File: config.mk
export PLATFORM = sky130hd
export DESIGN_NAME = gamepad_report_decoder_with_release
export DESIGN_NICKNAME = d
export VERILOG_FILES = /design/src/rtl/core/gprd_pkg.sv /design/src/rtl/core/gprd_ctrl.sv /design/src/rtl/core/gprd_dp.sv /design/src/rtl/core/gamepad_report_decoder_with_release.sv
export SDC_FILE = /design/constraint.sdc
export NUM_CORES = 1
export LEC_CHECK = 0
export ABC_AREA = 1
export BUFFER_PORTS_ARGS = -buffer_cell sky130_fd_sc_hd__buf_2
export CORE_MARGIN = 10
export CORE_UTILIZATION = 24
export DETAILED_ROUTE_END_ITERATION = 6
export GPL_ROUTABILITY_DRIVEN = 1
export PLACE_DENSITY_LB_ADDON = 0.15
export SLEW_MARGIN = 20
export SYNTH_ARGS = -nofsm -noshare
export SYNTH_HDL_FRONTEND = slang
export SYNTH_HIERARCHICAL = 1
export SYNTH_SLANG_ARGS = --single-unit
File: constraint.sdc
create_clock -name i_clk -period 15.76 [get_ports i_clk]
set_clock_uncertainty 0.05 [all_clocks]
set_input_delay 1.576 -clock i_clk [delete_from_list [all_inputs] [get_ports i_clk]]
set_output_delay 1.576 -clock i_clk [all_outputs]
set_load 0.01 [all_outputs]
File: src/rtl/core/gprd_pkg.sv
// Shared types, codes and helpers of the gamepad report decoder.
package gprd_pkg;

    localparam int unsigned IN_TDATA_W  = 96;
    localparam int unsigned OUT_TDATA_W = 24;
    localparam int unsigned CFG_DATA_W  = 40;
    localparam int unsigned CFG_INDEX_W = 8;

    localparam logic [7:0]  EXPECTED_LENGTH_RESET = 8'd8;
    localparam logic [39:0] RELEASE_TIME_RESET    = 40'd100000000;

    localparam logic [CFG_INDEX_W-1:0] REG_EXPECTED_LENGTH = 8'd0;
    localparam logic [CFG_INDEX_W-1:0] REG_RELEASE_TIME    = 8'd1;

    typedef enum logic [1:0] {
        KIND_UPDATE  = 2'd0,
        KIND_REJECT  = 2'd1,
        KIND_SUMMARY = 2'd2
    } t_kind;

    typedef enum logic [2:0] {
        ST_IDLE,
        ST_REPORT,
        ST_SCAN_DIFF,
        ST_SCAN_TEST,
        ST_SUMMARY
    } t_state;

    typedef struct packed {
        logic latch;
        logic emit_report;
        logic calc_diff;
        logic emit_release;
        logic next_pad;
        logic emit_summary;
    } t_dp_cmd;

    typedef struct packed {
        logic pad_expire;
        logic last_pad;
        logic out_free;
    } t_dp_stat;

    // Report byte 3 carries start/back in bits 4..5, byte 4 carries the
    // remaining buttons in bits 2..7.
    function automatic logic [7:0] remap_buttons(input logic [7:0] b3, input logic [7:0] b4);
        remap_buttons = {b4[7:2], b3[5:4]};
    endfunction

    function automatic logic [3:0] remap_direction(input logic [7:0] b3);
        remap_direction = b3[3:0];
    endfunction

endpackage

File: src/rtl/core/gprd_ctrl.sv
// Sequencing state machine of the gamepad report decoder.
module gprd_ctrl (
    input  logic              i_clk,
    input  logic              i_rst_n,
    input  logic              i_in_valid,
    input  logic              i_in_op,
    output logic              o_in_ready,
    input  gprd_pkg::t_dp_stat i_stat,
    output gprd_pkg::t_dp_cmd  o_cmd
);
    import gprd_pkg::*;

    t_state r_state;
    t_state n_state;

    always_ff @(posedge i_clk) begin
        if (!i_rst_n) begin
            r_state <= ST_IDLE;
        end else begin
            r_state <= n_state;
        end
    end

    always_comb begin
        n_state = r_state;
        unique case (r_state)
            ST_IDLE: begin
                if (i_in_valid) begin
                    n_state = i_in_op ? ST_SCAN_DIFF : ST_REPORT;
                end
            end
            ST_REPORT: begin
                if (i_stat.out_free) begin
                    n_state = ST_IDLE;
                end
            end
            ST_SCAN_DIFF: begin
                n_state = ST_SCAN_TEST;
            end
            ST_SCAN_TEST: begin
                // An expiring pad waits here until its update can be stored.
                if (!i_stat.pad_expire || i_stat.out_free) begin
                    n_state = i_stat.last_pad ? ST_SUMMARY : ST_SCAN_DIFF;
                end
            end
            ST_SUMMARY: begin
                if (i_stat.out_free) begin
                    n_state = ST_IDLE;
                end
            end
            default: begin
                n_state = ST_IDLE;
            end
        endcase
    end

    always_comb begin
        o_in_ready         = 1'b0;
        o_cmd              = '0;
        unique case (r_state)
            ST_IDLE: begin
                o_in_ready = 1'b1;
                o_cmd.latch = i_in_valid;
            end
            ST_REPORT: begin
                o_cmd.emit_report = i_stat.out_free;
            end
            ST_SCAN_DIFF: begin
                o_cmd.calc_diff = 1'b1;
            end
            ST_SCAN_TEST: begin
                o_cmd.emit_release = i_stat.pad_expire && i_stat.out_free;
                o_cmd.next_pad     = !i_stat.pad_expire || i_stat.out_free;
            end
            ST_SUMMARY: begin
                o_cmd.emit_summary = i_stat.out_free;
            end
            default: begin
                o_in_ready = 1'b0;
            end
        endcase
    end

endmodule

File: src/rtl/core/gprd_dp.sv
// Datapath of the gamepad report decoder: registers, pad store, age test, result register.
module gprd_dp #(
    parameter int unsigned PAD_COUNT = 4
) (
    input  logic                                i_clk,
    input  logic                                i_rst_n,
    input  gprd_pkg::t_dp_cmd                   i_cmd,
    output gprd_pkg::t_dp_stat                  o_stat,
    input  logic                                i_op,
    input  logic [7:0]                          i_packet_length,
    input  logic [7:0]                          i_pad_select,
    input  logic [7:0]                          i_first_button_byte,
    input  logic [7:0]                          i_second_button_byte,
    input  logic [63:0]                         i_now_time,
    input  logic                                i_cfg_we,
    input  logic [gprd_pkg::CFG_INDEX_W-1:0]    i_cfg_index,
    input  logic [gprd_pkg::CFG_DATA_W-1:0]     i_cfg_data,
    output logic                                o_out_valid,
    input  logic                                i_out_ready,
    output gprd_pkg::t_kind                     o_kind,
    output logic [1:0]                          o_pad_index,
    output logic [7:0]                          o_button_bits,
    output logic [3:0]                          o_direction_bits,
    output logic [3:0]                          o_released_mask,
    output logic                                o_last
);
    import gprd_pkg::*;

    localparam int unsigned PAD_W = (PAD_COUNT > 1) ? $clog2(PAD_COUNT) : 1;

    logic [7:0]           r_expected_length;
    logic [39:0]          r_release_time;

    logic [7:0]           r_len;
    logic [7:0]           r_sel;
    logic [7:0]           r_b3;
    logic [7:0]           r_b4;
    logic [63:0]          r_now;
    logic [PAD_W-1:0]     r_idx;
    logic [PAD_COUNT-1:0] r_mask;

    logic [7:0]           r_held_buttons [PAD_COUNT];
    logic [3:0]           r_held_dir     [PAD_COUNT];
    logic [63:0]          r_report_time  [PAD_COUNT];

    logic [64:0]          n_diff;
    logic [64:0]          r_diff;
    logic                 r_held;

    logic                 report_ok;
    logic                 pad_expire;
    logic [PAD_W+1:0]     idx_ext;
    logic [PAD_COUNT+3:0] mask_ext;

    always_ff @(posedge i_clk) begin
        if (!i_rst_n) begin
            r_expected_length <= EXPECTED_LENGTH_RESET;
            r_release_time    <= RELEASE_TIME_RESET;
        end else if (i_cfg_we) begin
            if (i_cfg_index == REG_EXPECTED_LENGTH) begin
                r_expected_length <= i_cfg_data[7:0];
            end else if (i_cfg_index == REG_RELEASE_TIME) begin
                r_release_time <= i_cfg_data;
            end
        end
    end

    always_ff @(posedge i_clk) begin
        if (i_cmd.latch) begin
            r_len <= i_packet_length;
            r_sel <= i_pad_select;
            r_b3  <= i_first_button_byte;
            r_b4  <= i_second_button_byte;
            r_now <= i_now_time;
        end
    end

    // One pointer serves both the report write and the tick scan.
    always_ff @(posedge i_clk) begin
        if (i_cmd.latch) begin
            r_idx  <= i_op ? '0 : i_pad_select[PAD_W-1:0];
            r_mask <= '0;
        end else begin
            if (i_cmd.emit_release) begin
                r_mask <= r_mask | (PAD_COUNT'(1) << r_idx);
            end
            if (i_cmd.next_pad) begin
                r_idx <= r_idx + PAD_W'(1);
            end
        end
    end

    assign report_ok = (r_len == r_expected_length) && (r_sel < 8'(PAD_COUNT));

    always_ff @(posedge i_clk) begin
        if (!i_rst_n) begin
            for (int i = 0; i < int'(PAD_COUNT); i++) begin
                r_held_buttons[i] <= '0;
                r_held_dir[i]     <= '0;
            end
        end else if (i_cmd.emit_report && report_ok) begin
            r_held_buttons[r_idx] <= remap_buttons(r_b3, r_b4);
            r_held_dir[r_idx]     <= remap_direction(r_b3);
        end else if (i_cmd.emit_release) begin
            r_held_buttons[r_idx] <= '0;
            r_held_dir[r_idx]     <= '0;
        end
    end

    // The report time only matters while the pad holds input, so it needs no reset.
    always_ff @(posedge i_clk) begin
        if (i_cmd.emit_report && report_ok) begin
            r_report_time[r_idx] <= r_now;
        end
    end

    // Bit 64 of the difference is the borrow: set when the tick is older than the report.
    assign n_diff = {1'b0, r_now} - {1'b0, r_report_time[r_idx]};

    always_ff @(posedge i_clk) begin
        if (i_cmd.calc_diff) begin
            r_diff <= n_diff;
            r_held <= (r_held_buttons[r_idx] != 8'd0) || (r_held_dir[r_idx] != 4'd0);
        end
    end

    assign pad_expire = r_held && !r_diff[64] && (r_diff[63:0] >= {24'd0, r_release_time});

    assign idx_ext  = {2'b00, r_idx};
    assign mask_ext = {4'b0000, r_mask};

    always_ff @(posedge i_clk) begin
        if (!i_rst_n) begin
            o_out_valid <= 1'b0;
        end else if (i_cmd.emit_report || i_cmd.emit_release || i_cmd.emit_summary) begin
            o_out_valid <= 1'b1;
        end else if (i_out_ready) begin
            o_out_valid <= 1'b0;
        end
    end

    always_ff @(posedge i_clk) begin
        if (i_cmd.emit_report) begin
            o_kind           <= report_ok ? KIND_UPDATE : KIND_REJECT;
            o_pad_index      <= report_ok ? idx_ext[1:0] : 2'd0;
            o_button_bits    <= report_ok ? remap_buttons(r_b3, r_b4) : 8'd0;
            o_direction_bits <= report_ok ? remap_direction(r_b3) : 4'd0;
            o_released_mask  <= 4'd0;
            o_last           <= 1'b1;
        end else if (i_cmd.emit_release) begin
            o_kind           <= KIND_UPDATE;
            o_pad_index      <= idx_ext[1:0];
            o_button_bits    <= 8'd0;
            o_direction_bits <= 4'd0;
            o_released_mask  <= 4'd0;
            o_last           <= 1'b0;
        end else if (i_cmd.emit_summary) begin
            o_kind           <= KIND_SUMMARY;
            o_pad_index      <= 2'd0;
            o_button_bits    <= 8'd0;
            o_direction_bits <= 4'd0;
            o_released_mask  <= mask_ext[3:0];
            o_last           <= 1'b1;
        end
    end

    assign o_stat.pad_expire = pad_expire;
    assign o_stat.last_pad   = (r_idx == PAD_W'(PAD_COUNT - 1));
    assign o_stat.out_free   = !o_out_valid || i_out_ready;

endmodule

File: src/rtl/core/gamepad_report_decoder_with_release.sv
// Top level of the gamepad report decoder with timed release of idle pads.
//
// A report transaction (tuser 0) is latched, then loads its single result
// once the output register is free, and the input is free again after the
// result is loaded. A tick transaction (tuser 1) scans the pads one at a
// time (a 64-bit age subtraction is registered, then compared with the
// release time), so it occupies the block for the whole scan, and longer
// while the output register is held by a stalled consumer.
// Results are released through one output register, so the next transaction
// is taken while the last result still waits on the master side.
module gamepad_report_decoder_with_release #(
    parameter int unsigned PAD_COUNT = 4
) (
    input  logic                                i_clk,
    input  logic                                i_rst_n,
    input  logic                                s_axis_tvalid,
    output logic                                s_axis_tready,
    // packet_length[7:0], pad_select[15:8], first_button_byte[23:16],
    // second_button_byte[31:24], now_time[95:32]
    input  logic [gprd_pkg::IN_TDATA_W-1:0]     s_axis_tdata,
    // operation[0]
    input  logic [0:0]                          s_axis_tuser,
    output logic                                m_axis_tvalid,
    input  logic                                m_axis_tready,
    // pad_index[1:0], button_bits[9:2], direction_bits[13:10],
    // released_mask[17:14], zero[23:18]
    output logic [gprd_pkg::OUT_TDATA_W-1:0]    m_axis_tdata,
    // kind[1:0]
    output logic [1:0]                          m_axis_tuser,
    output logic                                m_axis_tlast,
    input  logic                                i_cfg_valid,
    output logic                                o_cfg_ready,
    input  logic [gprd_pkg::CFG_INDEX_W-1:0]    i_cfg_index,
    input  logic [gprd_pkg::CFG_DATA_W-1:0]     i_cfg_data
);
    import gprd_pkg::*;

    t_dp_cmd    cmd;
    t_dp_stat   stat;
    t_kind      out_kind;
    logic [1:0] out_pad;
    logic [7:0] out_buttons;
    logic [3:0] out_dir;
    logic [3:0] out_mask;

    assign o_cfg_ready = 1'b1;

    gprd_ctrl u_ctrl (
        .i_clk      (i_clk),
        .i_rst_n    (i_rst_n),
        .i_in_valid (s_axis_tvalid),
        .i_in_op    (s_axis_tuser[0]),
        .o_in_ready (s_axis_tready),
        .i_stat     (stat),
        .o_cmd      (cmd)
    );

    gprd_dp #(
        .PAD_COUNT (PAD_COUNT)
    ) u_dp (
        .i_clk                (i_clk),
        .i_rst_n              (i_rst_n),
        .i_cmd                (cmd),
        .o_stat               (stat),
        .i_op                 (s_axis_tuser[0]),
        .i_packet_length      (s_axis_tdata[7:0]),
        .i_pad_select         (s_axis_tdata[15:8]),
        .i_first_button_byte  (s_axis_tdata[23:16]),
        .i_second_button_byte (s_axis_tdata[31:24]),
        .i_now_time           (s_axis_tdata[95:32]),
        .i_cfg_we             (i_cfg_valid && o_cfg_ready),
        .i_cfg_index          (i_cfg_index),
        .i_cfg_data           (i_cfg_data),
        .o_out_valid          (m_axis_tvalid),
        .i_out_ready          (m_axis_tready),
        .o_kind               (out_kind),
        .o_pad_index          (out_pad),
        .o_button_bits        (out_buttons),
        .o_direction_bits     (out_dir),
        .o_released_mask      (out_mask),
        .o_last               (m_axis_tlast)
    );

    assign m_axis_tuser = out_kind;
    assign m_axis_tdata = {6'd0, out_mask, out_dir, out_buttons, out_pad};

`ifndef SYNTH
    // A summary always closes the results of a tick.
    a_summary_last: assert property (@(posedge i_clk) disable iff (!i_rst_n)
        (m_axis_tvalid && (m_axis_tuser == KIND_SUMMARY)) |-> m_axis_tlast)
        else $error("summary result without tlast");

    // A rejected report yields one result with all payload bits clear.
    a_reject_clean: assert property (@(posedge i_clk) disable iff (!i_rst_n)
        (m_axis_tvalid && (m_axis_tuser == KIND_REJECT))
            |-> (m_axis_tlast && (m_axis_tdata == '0)))
        else $error("rejected report result carries payload");

    // Updates that are not final come from a release and carry no inputs.
    a_release_clear: assert property (@(posedge i_clk) disable iff (!i_rst_n)
        (m_axis_tvalid && !m_axis_tlast)
            |-> ((m_axis_tuser == KIND_UPDATE) && (m_axis_tdata[17:2] == 16'd0)))
        else $error("release update carries input bits");
`endif

endmodule
Word-level counts from Yosys, hierarchy flattened
Memories as Yosys holds them, arrays and structs flattened. A register that Yosys moved wholly into a read port is not among the register bits.
Cells that the tools add are included.
Storage, ports and cells
  logic and storage cells: 124
  memories: 3
  output and inout bits: 30
  bits in writable memories: 304
  register bits: 239
  input port bits: 150
Cells by class
  bitwise logic cells: 4
  add/subtract/negate cells: 2
  magnitude comparators: 2
  equal/unequal tests: 10
  shifts and indexed selects: 1
  reduce and logical (&&, ||, !) cells: 28
  muxes and demuxes: 55
Memory list
  u_dp.r_report_time: words 4, bits a word 64, read ports 1, clocked after Yosys merged registers in 1, write ports 1, line gprd_dp.sv:44  | logic [63:0] r_report_time [PAD_COUNT];
  u_dp.r_held_buttons: words 4, bits a word 8, read ports 1, clocked after Yosys merged registers in 1, write ports 4, line gprd_dp.sv:42  | logic [7:0] r_held_buttons [PAD_COUNT];
  u_dp.r_held_dir: words 4, bits a word 4, read ports 1, clocked after Yosys merged registers in 1, write ports 4, line gprd_dp.sv:43  | logic [3:0] r_held_dir [PAD_COUNT];
Operators by type and width (number)
  $sub A64 B64 Y65: 1
  $ge A64 B40 Y1: 1
  $mux W8: 6
  $mux W2: 17
  $mux W4: 6
  $mux W1: 21
  $mux W3: 4
  $pmux W3 S4: 1
  $eq A8 B1 Y1 const B: 1
  $eq A8 B8 Y1: 1
  $logic_not A8 Y1: 1
  $lt A8 B3 Y1 const B: 1
  $reduce_bool A8 Y1: 1
  $reduce_or A8 Y1: 1
  $eq A3 B2 Y1 const B: 2
  $reduce_and A3 Y1: 2
  $reduce_bool A2 Y1: 3
  $logic_and A1 B1 Y1: 5
  $logic_or A1 B1 Y1: 5
  $ne A2 B1 Y1 const B: 2
  $or A4 B4 Y4: 1
  $reduce_bool A4 Y1: 1
  $reduce_or A2 Y1: 2
  $reduce_or A4 Y1: 1
  12 further kinds: 15

Logic depth before layout (Yosys ltp)
Gate-level depths: netlist (run 1).
  depth after elaboration: 13
  gate-level depth with buffers: 25
  gate-level depth less buffers: 24

Hierarchy
Netlist (run 1), hierarchy kept.
Modules (own cells, without submodules)
  gprd_dp: area an instance 25982.4 sq um, seq. area each 15554.9 sq um, times used 1, cells each 2679
  gprd_ctrl: area an instance 282.8 sq um, seq. area each 60.1 sq um, times used 1, cells each 50
  gamepad_report_decoder_with_release: area an instance 60.1 sq um, seq. area each 0.0 sq um, times used 1, cells each 9

Least setup slack after synthesis (run 1)
Ideal clock, no wire load.
  kind: in2reg
  from: in s_axis_tvalid
  to: reg u_dp.r_idx[0] (enable)
  setup time: 307 ps
  cell stages on the path: 5
  slack: 9463 ps
  data required time: 15403 ps
  buffers on the path: 1
  arrival: 5940 ps
  cell sequence: inv_1 -> nor2_1 -> clkbuf_1 -> nor2_1 -> inv_1
RTL lines
  from (decl): line gamepad_report_decoder_with_release.sv:16  | input logic s_axis_tvalid,
  to (signal assigned): line gprd_dp.sv:81  | r_idx <= i_op ? '0 : i_pad_select[PAD_W-1:0];
  to (signal assigned): line gprd_dp.sv:88  | r_idx <= r_idx + PAD_W'(1);
  to (decl): line gprd_dp.sv:39  | logic [PAD_W-1:0] r_idx;

==> flow_summary.yaml, run 1 <==
synth:
  ys_seq_area_share_pct: 59.32
  synth_top_family_by_area: "simple AND/OR/NAND/NOR gates"
  synth_mux_area_share_pct: 0
  synth_simple_gate_area_share_pct: 18.73
  synth_adder_area_share_pct: 5.494
  yosysWarnings: 6
  synth_cells: 2738
  synth_area_mm2: 0.02633
  ys.flop_type: "edfxtp_1"
  synthArstFlopShare_pct: 0
  synth_area_per_cell_um2: 9.615
  synth_compound_area_share_pct: 7.733
  synth_cell_type_count: 46
  synth-xor-area-share_pct: 1.364
  synth-edff-count: 478
  synth_seq_cells: 541
die:
  fp.coreArea_mm2: 0.1089
  die_w_um: 351.2
  die_y_um: 351.2
  io_pins: 180
  initial_core_util_pct: 24.18
  die_area_mm2: 0.1233
  rows: 121
critical_path:
  worstPathArrival_ns: 4.75
  worstPathRequired_ns: 15.94
  path_class: "in -> reg"
  end_kind: "register"
  startpoint_type: "input port"
  crit_fanout: 37
timing:
  finalHoldViolations: 0
  setup_viol: 0
  tightest_slew_ns: 1.051
  whs_ns: 0.4082
  min_period_ns: 4.566
  fin_tns_setup_ns: 0
  fmax_mhz: 219.0
  final-max-slew-violation-count: 0
  rsz0062_at_grt: "false"
  slew_headroom_pct: 29.76
  period_share_pct: 28.97
clock_tree:
  clockBufferDepth: 3
  cts-htree-levels: 3
  clock_latency_ns: 0.61
  path_clk_slew_ns: 0.05
  cts_tree: "yes"
  root_buffer: "clkbuf_16"
  cts_setup_buffers: 0
  cts_num_sinks: 541
  post_cts_resized: 0
  cts_hold_buf: 0
  numCtsBuffers: 67
placed_design:
  placed_area_mm2: 0.02879
  gp_congestion: 0.8741
  port_buffers: 168
  dpl.cell_count: 4268
  dp_hpwl_um: 56690
final_layout:
  fin_cells: 4392
  final_area_mm2: 0.03089
  area_growth_pct: 17.34
  final_layout_size_suffix_gt1_share_pct: 11.27
  fin_nets: 3188
power_and_ir_drop:
  switching_power_uw: 2350
  combinationalPowerShare_pct: 41.6
  leakagePower_uw: 0.01305
  power_frac_clock_pct: 25.8
  sw_frac_of_total_pct: 40.91
  p_per_area_mw_per_mm2: 185.9
  p_int_uw: 3394
  p_seq_share_pct: 32.6
  max-vdd-ir-drop_v: 0.0001017
routing:
  drc: 0
  avgRoutedWirePerCell_um: 17.55
  vias: 18500
  wirelength_um: 77090
  postRouteAntennaNets: 0
  firstDrtPassIters: 5
  drt-initial-drc-count: 1032
  vias_per_cell: 4.212
global_route:
  track_usage_pct: 12.34
  gr-total-overflow: 0
  grt_pass1_vias: 18600
  grt_pass1_wl_um: 115700
  grt_start_max_net_pins: 86
  antenna_found_initial: 17
status:
  status: "completed"
run:
  maxCapViolCount: 0
hold_path:
  hold_class: "reg -> reg"
-- routing by layer --
metal  vias up  global-route usage, %  share of wire, %
met5         -                      0              0.17
met1      8627                  16.37                48
met3       123                  2.512               4.9
met2       296                  20.12                45
met4        24                  3.689               2.2
li1       9430                      -                 -
-- synth_stat cells, types with 2 or more instances --
cell type	instances	area share, %
a21o_1	3	0.086
a21oi_1	178	3.4
a32o_1	62	2.4
and2_1	3	0.071
buf_1	4	0.057
buf_2	21	0.40
buf_4	8	0.23
buf_6	2	0.086
clkbuf_1	39	0.56
conb_1	2	0.029
dfxtp_1	63	4.8
edfxtp_1	478	55
ha_1	114	5.4
inv_1	406	5.8
inv_2	10	0.14
nand2_1	849	12
nand2_2	13	0.31
nand2_4	7	0.30
nand3_1	62	1.2
nand3_2	3	0.11
nand4_1	20	0.48
nor2_1	207	3.0
nor2_2	8	0.19
nor3_1	21	0.40
nor3_2	4	0.15
nor4_1	15	0.36
o211ai_1	13	0.37
o21ai_0	63	1.2
o21bai_1	3	0.086
o22ai_1	2	0.048
xnor2_1	2	0.067
xor2_1	39	1.3
-- stage by stage --
| step | total power (uW) | utilization [%] | setup WS [ns] |
|---|---|---|---|
| 2_1_floorplan | 3464 | - | 9.463 |
| 3_3_place_gp | 4333 | 26.45 | 10.44 |
| 3_5_place_dp | 4319 | 26.45 | 10.40 |
| 4_1_cts | 5848 | 28.37 | 11.07 |
| 5_1_grt | 6178 | 28.37 | 10.80 |
| 6_report | 5743 | 28.38 | 11.19 |
-- flip-flops by register name, summed over array words and instances (netlist names), named ones only --
signal	count
u_dp/o_out_valid	1
u_dp/r_b3	6
u_dp/r_len	8
u_dp/o_button_bits	8
u_dp/r_idx	2
u_dp/o_pad_index	2
u_dp/r_sel	6
u_dp/o_released_mask	4
u_ctrl/r_state	3
u_dp/r_held_buttons	32
u_dp/r_b4	6
u_dp/r_held	1
u_dp/o_kind	2
u_dp/r_expected_length	8
u_dp/r_held_dir	16
u_dp/r_mask	4
u_dp/o_direction_bits	4
u_dp/r_release_time	40
u_dp/r_diff	65
u_dp/o_last	1
u_dp/r_now	64
u_dp/r_report_time	256
-- logic make-up after synthesis --
| kind of cell | Yosys count |
|---|---|
| buffers and inverters | 492 |
| XOR/XNOR | 41 |
| AND/OR/NAND/NOR | 1216 |
| adder cells (fa/ha/maj) | 115 |
| AO/OA/AOI/OAI | 331 |
| flip-flops | 541 |
| other | 2 |
-- power by group through the flow --
stage                     Clock, uW  Combinational [uW]  Sequential (uW)
after floorplan                   0                1580             1880
after global placement            0                2430             1910
after detailed placement          0                2410             1910
after CTS                      1550                2420             1880
after global routing           1590                2700             1890
final                          1480                2390             1870
-- area by class of cell --
class / count / area (um^2)
fillers: 11560 / 77960
clock buffers: 87 / 1794
clock inverters: 32 / 297.8
repair buffers: 185 / 968.4
well taps: 1414 / 1769
diodes: 5 / 12.51
inverters: 418 / 1588
multi-input cells: 1710 / 8842
flip-flops and latches: 541 / 15620
-- critical path: stages --
cell and delay, ns:
buf_2 0.07, inv_1 0.03, nand2_1 0.10, inv_1 0.10, nor3_1 0.38, nand3_2 0.66
nor2_4 1.03, buf_4 0.70
-- cell usage in the layout (no fill, tap or decap), drive strengths merged, types with 64 or more instances in the layout --
cell type,count
edfxtp,478
o21ai,64
nand2,869
nor2,215
buf,185
ha,114
nand3,65
a21oi,178
clkbuf,87
inv,421
-- final timing paths --
| path | start | to | cells past startpoint | slack, ns |
|---|---|---|---|---|
| worst max-delay path | m_axis_tready | u_dp/r_report_time[1][22]$_DFFE_PP_ | 8 | 11.19 |
| worst min-delay path | u_dp/r_mask[2]$_SDFFE_PP0P_ | u_dp/o_released_mask[2]$_SDFFE_PP0P_ | 2 | 0.41 |
| worst max register to register | register | u_dp/r_diff[64]$_DFFE_PP_ | 14 | 11.27 |
| worst min register to register | u_dp/r_mask[2]$_SDFFE_PP0P_ | u_dp/o_released_mask[2]$_SDFFE_PP0P_ | 2 | 0.41 |
(Power assumes the default switching activity.)
==> run 2: changes to the inputs <==
==> constraint.sdc (replaced) <==
create_clock -name i_clk -period 4.5 [get_ports i_clk]
set_clock_uncertainty 0.05 [all_clocks]
set_input_delay 0.45 -clock i_clk [delete_from_list [all_inputs] [get_ports i_clk]]
set_output_delay 0.45 -clock i_clk [all_outputs]
set_load 0.01 [all_outputs]
==> run 2 against run 1 <==
Net effect:
- largest power group unchanged
- clock power rose to 3.7 times the previous value
- routed wire length up 0.30%
- core utilization up 1.2 points
- critical path type is now reg -> reg
- via count up 1.3%
- total power rose to 3.6 times the previous value
- critical endpoint is now u_dp/r_held_buttons[2][4]$_SDFFCE_PN0P_
- cell count up 2.4%
==> flow_summary.yaml, run 2 (same netlist as run 1, synthesis figures left out) <==
global_route:
  grt_start_max_net_pins: 77
  track_usage_pct: 12.40
  grt_pass1_wl_um: 116600
  grt_pass1_vias: 18920
  antenna_found_initial: 2
  gr-total-overflow: 0
critical_path:
  worstPathRequired_ns: 4.69
  end_kind: "register"
  crit_fanout: 13
  critPathLaunch: "u_dp/r_diff[31]$_DFFE_PP_"
  worst-path-buf-inv: 3
  startpoint_type: "register"
  path_cells: "ha_1 > nand2_1 > nor2_1 > and2_1 > nand3_1 > nor2_1 > nor2_1 > nand2_1 > nand2_1 > a21oi_1 > inv_1 > nor3_1 > buf_4 > inv_1 > nand2_2 > nand4_2 > nand2_1"
  rr_endpoint: "u_dp/r_held_buttons[2][4]$_SDFFCE_PN0P_"
  cp_common_cell: "nand2_1"
  regToRegSetupSlack_ns: 0.92
  reg2regPathDepth: 17
  critical_path.top_delay_family: "simple AND/OR/NAND/NOR gates"
  path_class: "reg -> reg"
  crit_path_end: "u_dp/r_held_buttons[2][4]$_SDFFCE_PN0P_"
  path_depth: 17
  worstPathArrival_ns: 3.77
  cp_slowest_cell: "nand2_1"
  slowest_delay_ns: 0.52
  crit-reg2reg-launch: "u_dp/r_diff[31]$_DFFE_PP_"
routing:
  vias_per_cell: 4.166
  avgRoutedWirePerCell_um: 17.19
  drt-initial-drc-count: 922
  firstDrtPassIters: 5
  wirelength_um: 77320
  postRouteAntennaNets: 0
  vias: 18740
  drc: 0
power_and_ir_drop:
  leakagePower_uw: 0.01357
  p_per_area_mw_per_mm2: 636.2
  max-vdd-ir-drop_v: 0.0004005
clock_tree:
  clock_latency_ns: 0.62
  cts_tree: "yes"
  post_cts_resized: 0
  numCtsBuffers: 68
  cts_num_sinks: 541
  root_buffer: "clkbuf_16"
  clockBufferDepth: 3
  cts-htree-levels: 3
  path_clk_slew_ns: 0.06
timing:
  tightest_slew_ns: 0.9626
  layout_setup_ws_ns: 0.9243
  period_share_pct: 79.46
  fmax_mhz: 279.7
  setup_viol: 0
  fin_tns_setup_ns: 0
  rsz0062_at_grt: "false"
  min_period_ns: 3.576
  final-max-slew-violation-count: 0
  slew_headroom_pct: 35.83
  finalHoldViolations: 0
die:
  die_w_um: 351.2
  die_area_mm2: 0.1233
  initial_core_util_pct: 24.18
  io_pins: 180
  die_y_um: 351.2
  fp.coreArea_mm2: 0.1089
  rows: 121
placed_design:
  port_buffers: 168
  dp_hpwl_um: 56440
  pre_cts_ws_ns: 0.8820
  placed_area_mm2: 0.02897
  gp_congestion: 0.8539
final_layout:
  final_layout_size_suffix_gt1_share_pct: 11.30
  layout_common_cells: "nand2_1 (848), edfxtp_1 (478), inv_1 (404), nor2_1 (202), a21oi_1 (178)"
  utilization_pct: 29.56
  area_growth_pct: 22.22
  largest_reg_flops: 256
  top_regs: "u_dp/r_report_time: 256 flops, u_dp/r_diff: 65 flops, u_dp/r_now: 64 flops"
  largest_register: "u_dp/r_report_time"
  fin_nets: 3293
  final_area_mm2: 0.03217
  nFillCells: 11410
  layout_commonest_cell: "nand2_1"
run:
  maxCapViolCount: 0
status:
  status: "completed"
hold_path:
  holdCritStartpoint: "s_axis_tdata[32]"
  hold_class: "in -> reg"
## run 2: cell types whose count changed in the layout (fill, tap and decap cells not counted), moves of 2 or more
cell / previous run / this run
buf_12: 0 / 11
buf_4: 17 / 11
clkbuf_1: 18 / 14
clkbuf_16: 69 / 72
clkinv_2: 10 / 12
clkinvlp_4: 1 / 4
diode_2: 5 / 2
dlygate4sd3_1: 0 / 99
inv_4: 4 / 2
## run 2: what timing repair did
item                      in CTS  in global routing
setup buffers                  0                  0
hold buffers                  99                  0
hold endpoints to repair      99                  0
## run 2: power breakdown
group | switching, uW | internal (uW) | total [uW]
clock network | 2190 | 3220 | 5410
logic | 5850 | 2650 | 8500
registers | 268 | 6290 | 6560
total | 8310 | 12200 | 20500
## run 2: worst min-delay path by stage
stage          cells past startpoint  slack [ns]                                     end
3_5_place_dp                       2        0.40  u_dp/r_expected_length[6]$_SDFFE_PN0P_
5_1_grt                            1        0.02                 u_dp/r_now[0]$_DFFE_PP_
6_report                           1        0.02                 u_dp/r_now[0]$_DFFE_PP_
2_1_floorplan                      2        0.38    u_dp/o_released_mask[2]$_SDFFE_PP0P_
3_3_place_gp                       2        0.40    u_dp/o_released_mask[2]$_SDFFE_PP0P_
4_1_cts                            3       0.008    u_dp/r_release_time[14]$_SDFFE_PN1P_
## run 2: cell type report
type                       instances  area (um^2)  area share, %
multi-input combinational       1710         8848          27.50
sequential                       541        15620          48.54
clock buffer                      86         1854          5.763
antenna                            2        5.005        0.01556
tap                             1414         1769          5.499
inverter                         418         1588          4.935
timing repair buffer             289         2135          6.634
clock inverter                    37        356.6          1.108
## run 2: layer usage
metal | track usage (%) | vias up | wire, um
met5 | 0 | - | 0
met4 | 3.560 | 0 | 1695
met3 | 2.312 | 95 | 3587
met2 | 19.91 | 349 | 34730
met1 | 16.90 | 8641 | 37310
li1 | - | 9651 | -
## run 2: stage by stage
step	power [uW]	instances	hold slack, ns
global route	22040	4497	0.01953
floorplan	12120	2743	0.3799
global placement	15220	4273	0.3957
detailed placement	15200	4273	0.4031
CTS	20830	4495	0.007846
finish	20470	4497	0.02112
==> run 3: changes to the inputs <==
--- a/config.mk
+++ b/config.mk
@@ -5,7 +5,7 @@
 export SDC_FILE = /design/constraint.sdc
 export NUM_CORES = 1
 export LEC_CHECK = 0
-export ABC_AREA = 1
+export ABC_AREA = 0
 export BUFFER_PORTS_ARGS = -buffer_cell sky130_fd_sc_hd__buf_2
 export CORE_MARGIN = 10
 export CORE_UTILIZATION = 24
==> constraint.sdc (replaced) <==
create_clock -name i_clk -period 3.4 [get_ports i_clk]
set_clock_uncertainty 0.05 [all_clocks]
set_input_delay 0.34 -clock i_clk [delete_from_list [all_inputs] [get_ports i_clk]]
set_output_delay 0.34 -clock i_clk [all_outputs]
set_load 0.01 [all_outputs]
==> run 3 against run 2 <==
Net effect:
- the flow now finishes with violations (setup timing)
- sequential power rose by 28%
- total power up 23%
- clock-buffer cell count rose by 1
- core utilization rose by 4.5 points
- clock power grew 29%
- maximum frequency decreased by 5.9%
- sequential share of layout area fell by 2.9 points
- setup slack lost 1.3 ns
- synthesized area shrank 7.5%
- critical path depth rose by 1
- global-route usage is 0.57 points lower
- critical endpoint is now u_dp/r_diff[63]$_DFFE_PP_
==> flow_summary.yaml, run 3 <==
synth:
  ys.flop_type: "edfxtp_1"
  synthArstFlopShare_pct: 0
  synth_top_family_by_area: "compound AO/OA/AOI/OAI gates"
  synth_top_cells_by_count: "edfxtp_1 (478), inv_1 (142), nand2_1 (140), ha_1 (114), a21oi_1 (92)"
  synth_cell_type_count: 76
  synth.most_common_cell: "edfxtp_1"
  synth_area_per_cell_um2: 13.91
  synth-xor-area-share_pct: 2.483
  synth_seq_cells: 541
  synth-edff-count: 478
  synth_cells: 1750
  yosysWarnings: 6
  ys_seq_area_share_pct: 64.15
  synth_area_mm2: 0.02434
  yosysTopAreaCellShare_pct: 58.97
  synth_mux_area_share_pct: 6.631
  synth_simple_gate_area_share_pct: 8.497
  yosysTopAreaCell: "edfxtp_1"
  synth_compound_area_share_pct: 8.764
  synth_adder_area_share_pct: 5.942
  synthTopCellsByArea: "edfxtp_1 (59%), mux4_2 (5.9%), ha_1 (5.9%)"
die:
  die_y_um: 338.5
  initial_core_util_pct: 24.24
  rows: 116
  fp.coreArea_mm2: 0.1004
  die_w_um: 338.5
  die_area_mm2: 0.1146
  io_pins: 180
routing:
  wirelength_um: 68670
  postRouteAntennaNets: 0
  drc: 0
  drt-met1-wl_um: 32940
  drt-initial-drc-count: 827
  firstDrtPassIters: 7
  routed.top_layer: "met4"
  avgRoutedWirePerCell_um: 18.07
  vias: 16030
  vias_per_cell: 4.220
  wl_met3_um: 2511
  wl_met2_um: 31820
power_and_ir_drop:
  sw_frac_of_total_pct: 31.24
  p_int_uw: 17300
  max-vdd-ir-drop_v: 0.0003259
  power_frac_clock_pct: 27.7
  leakagePower_uw: 0.01290
  combinationalPowerShare_pct: 38.9
  p_per_area_mw_per_mm2: 735.6
  p_seq_share_pct: 33.5
  switching_power_uw: 7863
global_route:
  grt_pass1_vias: 17450
  track_usage_pct: 11.84
  grt_pass1_wl_um: 106600
  antenna_found_initial: 1
  grt_start_max_net_pins: 67
  gr-total-overflow: 0
placed_design:
  pre_cts_ws_ns: -0.6660
  dp_hpwl_um: 49640
  gp_congestion: 0.8053
  port_buffers: 168
timing:
  tightest_slew_ns: 1.007
  finalHoldViolations: 0
  min_period_ns: 3.798
  whs_ns: 0.04632
  final-max-slew-violation-count: 0
  fmax_mhz: 263.3
  rsz0062_at_grt: "true"
  setup_viol: 35
  period_share_pct: 111.7
  slew_headroom_pct: 32.70
  fin_tns_setup_ns: -6.760
  layout_setup_ws_ns: -0.3980
clock_tree:
  numCtsBuffers: 66
  root_buffer: "clkbuf_16"
  cts-htree-levels: 3
  cts_tree: "yes"
  path_clk_slew_ns: 0.06
  cts_num_sinks: 541
  clockBufferDepth: 3
  clock_latency_ns: 0.61
run:
  maxCapViolCount: 0
final_layout:
  nFillCells: 9870
  final_layout_size_suffix_gt1_share_pct: 36.23
  top_regs: "u_dp/r_report_time: 256 flops, u_dp/r_diff: 65 flops, u_dp/r_now: 64 flops"
  layout_common_cells: "edfxtp_1 (478), buf_4 (287), buf_2 (169), nand2_1 (130), dlygate4sd3_1 (125)"
  utilization_pct: 34.06
  layout_commonest_cell: "edfxtp_1"
  largest_register: "u_dp/r_report_time"
  area_growth_pct: 40.55
  fin_nets: 2652
  largest_reg_flops: 256
critical_path:
  worstPathRequired_ns: 3.69
  regToRegSetupSlack_ns: -0.40
  path_class: "reg -> reg"
  cp_slowest_cell: "mux4_2"
  crit_fanout: 8
  rr_endpoint: "u_dp/r_diff[63]$_DFFE_PP_"
  startpoint_type: "register"
  cp_common_cell: "buf_4"
  end_kind: "register"
  worstPathArrival_ns: 4.09
  reg2regPathDepth: 18
  slowest_delay_ns: 0.49
  path_cells: "buf_4 > buf_12 > buf_12 > buf_4 > mux4_2 > inv_2 > ha_4 > a31o_1 > o211ai_1 > buf_4 > a31oi_1 > buf_4 > buf_4 > nand3b_1 > o21ai_4 > o21ai_2 > a31oi_1 > xnor2_1"
hold_path:
  whs_endpoint: "u_dp/r_release_time[39]$_SDFFE_PN0P_"
  hold_class: "in -> reg"
  worstHoldPathCells: 3
  holdCritStartpoint: "i_cfg_data[39]"
status:
  failed_checks: "setup timing"
  status: "finished with violations"
[run 3: worst max-delay path by stage]
stage | from | cells past startpoint | to
floorplan | u_dp/r_diff[0]$_DFFE_PP_ | 17 | u_dp/r_held_buttons[0][0]$_SDFFCE_PN0P_
global placement | register | 16 | u_dp/r_diff[50]$_DFFE_PP_
detailed placement | register | 16 | u_dp/r_diff[50]$_DFFE_PP_
CTS | register | 15 | u_dp/r_diff[50]$_DFFE_PP_
global route | register | 18 | u_dp/r_diff[61]$_DFFE_PP_
finish | register | 18 | u_dp/r_diff[63]$_DFFE_PP_
[run 3: layout make-up]
class	instances	area [um^2]	area share, %
Antenna cell	2	5.005	0.01463
Clock buffer	87	1823	5.328
Clock inverter	34	334.1	0.9764
Inverter	144	543.0	1.587
Multi-Input combinational cell	1001	9178	26.82
Sequential cell	541	15620	45.66
Tap cell	1357	1698	4.963
Timing Repair Buffer	633	5012	14.65
[run 3: stage by stage]
stage	total power, uW	instance area, um^2	cells
2_1_floorplan	12860	24460	1755
3_3_place_gp	16680	29050	3509
3_5_place_dp	16660	29050	3509
4_1_cts	24950	33560	3777
5_1_grt	26670	34210	3797
6_report	25170	34210	3799
[run 3: power groups by stage]
stage	sequential, uW	clock, uW	combinational [uW]
after floorplan	8390	0	4470
after detailed placement	8580	0	8080
after global routing	8480	7490	10700
after CTS	8430	7250	9270
after global placement	8570	0	8110
final	8420	6960	9780
[run 3: what timing repair did]
| item | in CTS | in global routing |
|---|---|---|
| pin swaps | 69 | 55 |
| hold buffers | 125 | 0 |
| resized for setup | 174 | 106 |
| endpoints found under the hold margin | 133 | 0 |
| buffers inserted | 20 | 25 |
| setup endpoints to repair | 137 | 116 |
| gates cloned | 4 | 1 |
[run 3: metal layers]
metal | up-vias | global-route usage, %
met5 | - | 0
met4 | 0 | 3.632
met3 | 84 | 2.072
met2 | 261 | 19.09
met1 | 7887 | 16.05
li1 | 7801 | -
[run 3: kinds of logic after synthesis]
group / after synthesis
XOR/XNOR: 69
AND/OR/NAND/NOR: 404
other: 2
AO/OA/AOI/OAI: 324
flip-flops: 541
multiplexers: 81
buffers and inverters: 214
adder cells (fa/ha/maj): 115
[run 3: critical path, delay by kind of cell, from the launching register on]
family                     cells  cell delay (ns)
AOI/OAI and AO/OA              6             1.07
buffers and inverters          8             1.04
muxes                          1             0.49
DFF                            1             0.35
adders and majority gates      1             0.21
and+or+nand+nor                1             0.18
xor gates and xnor gates       1             0.10
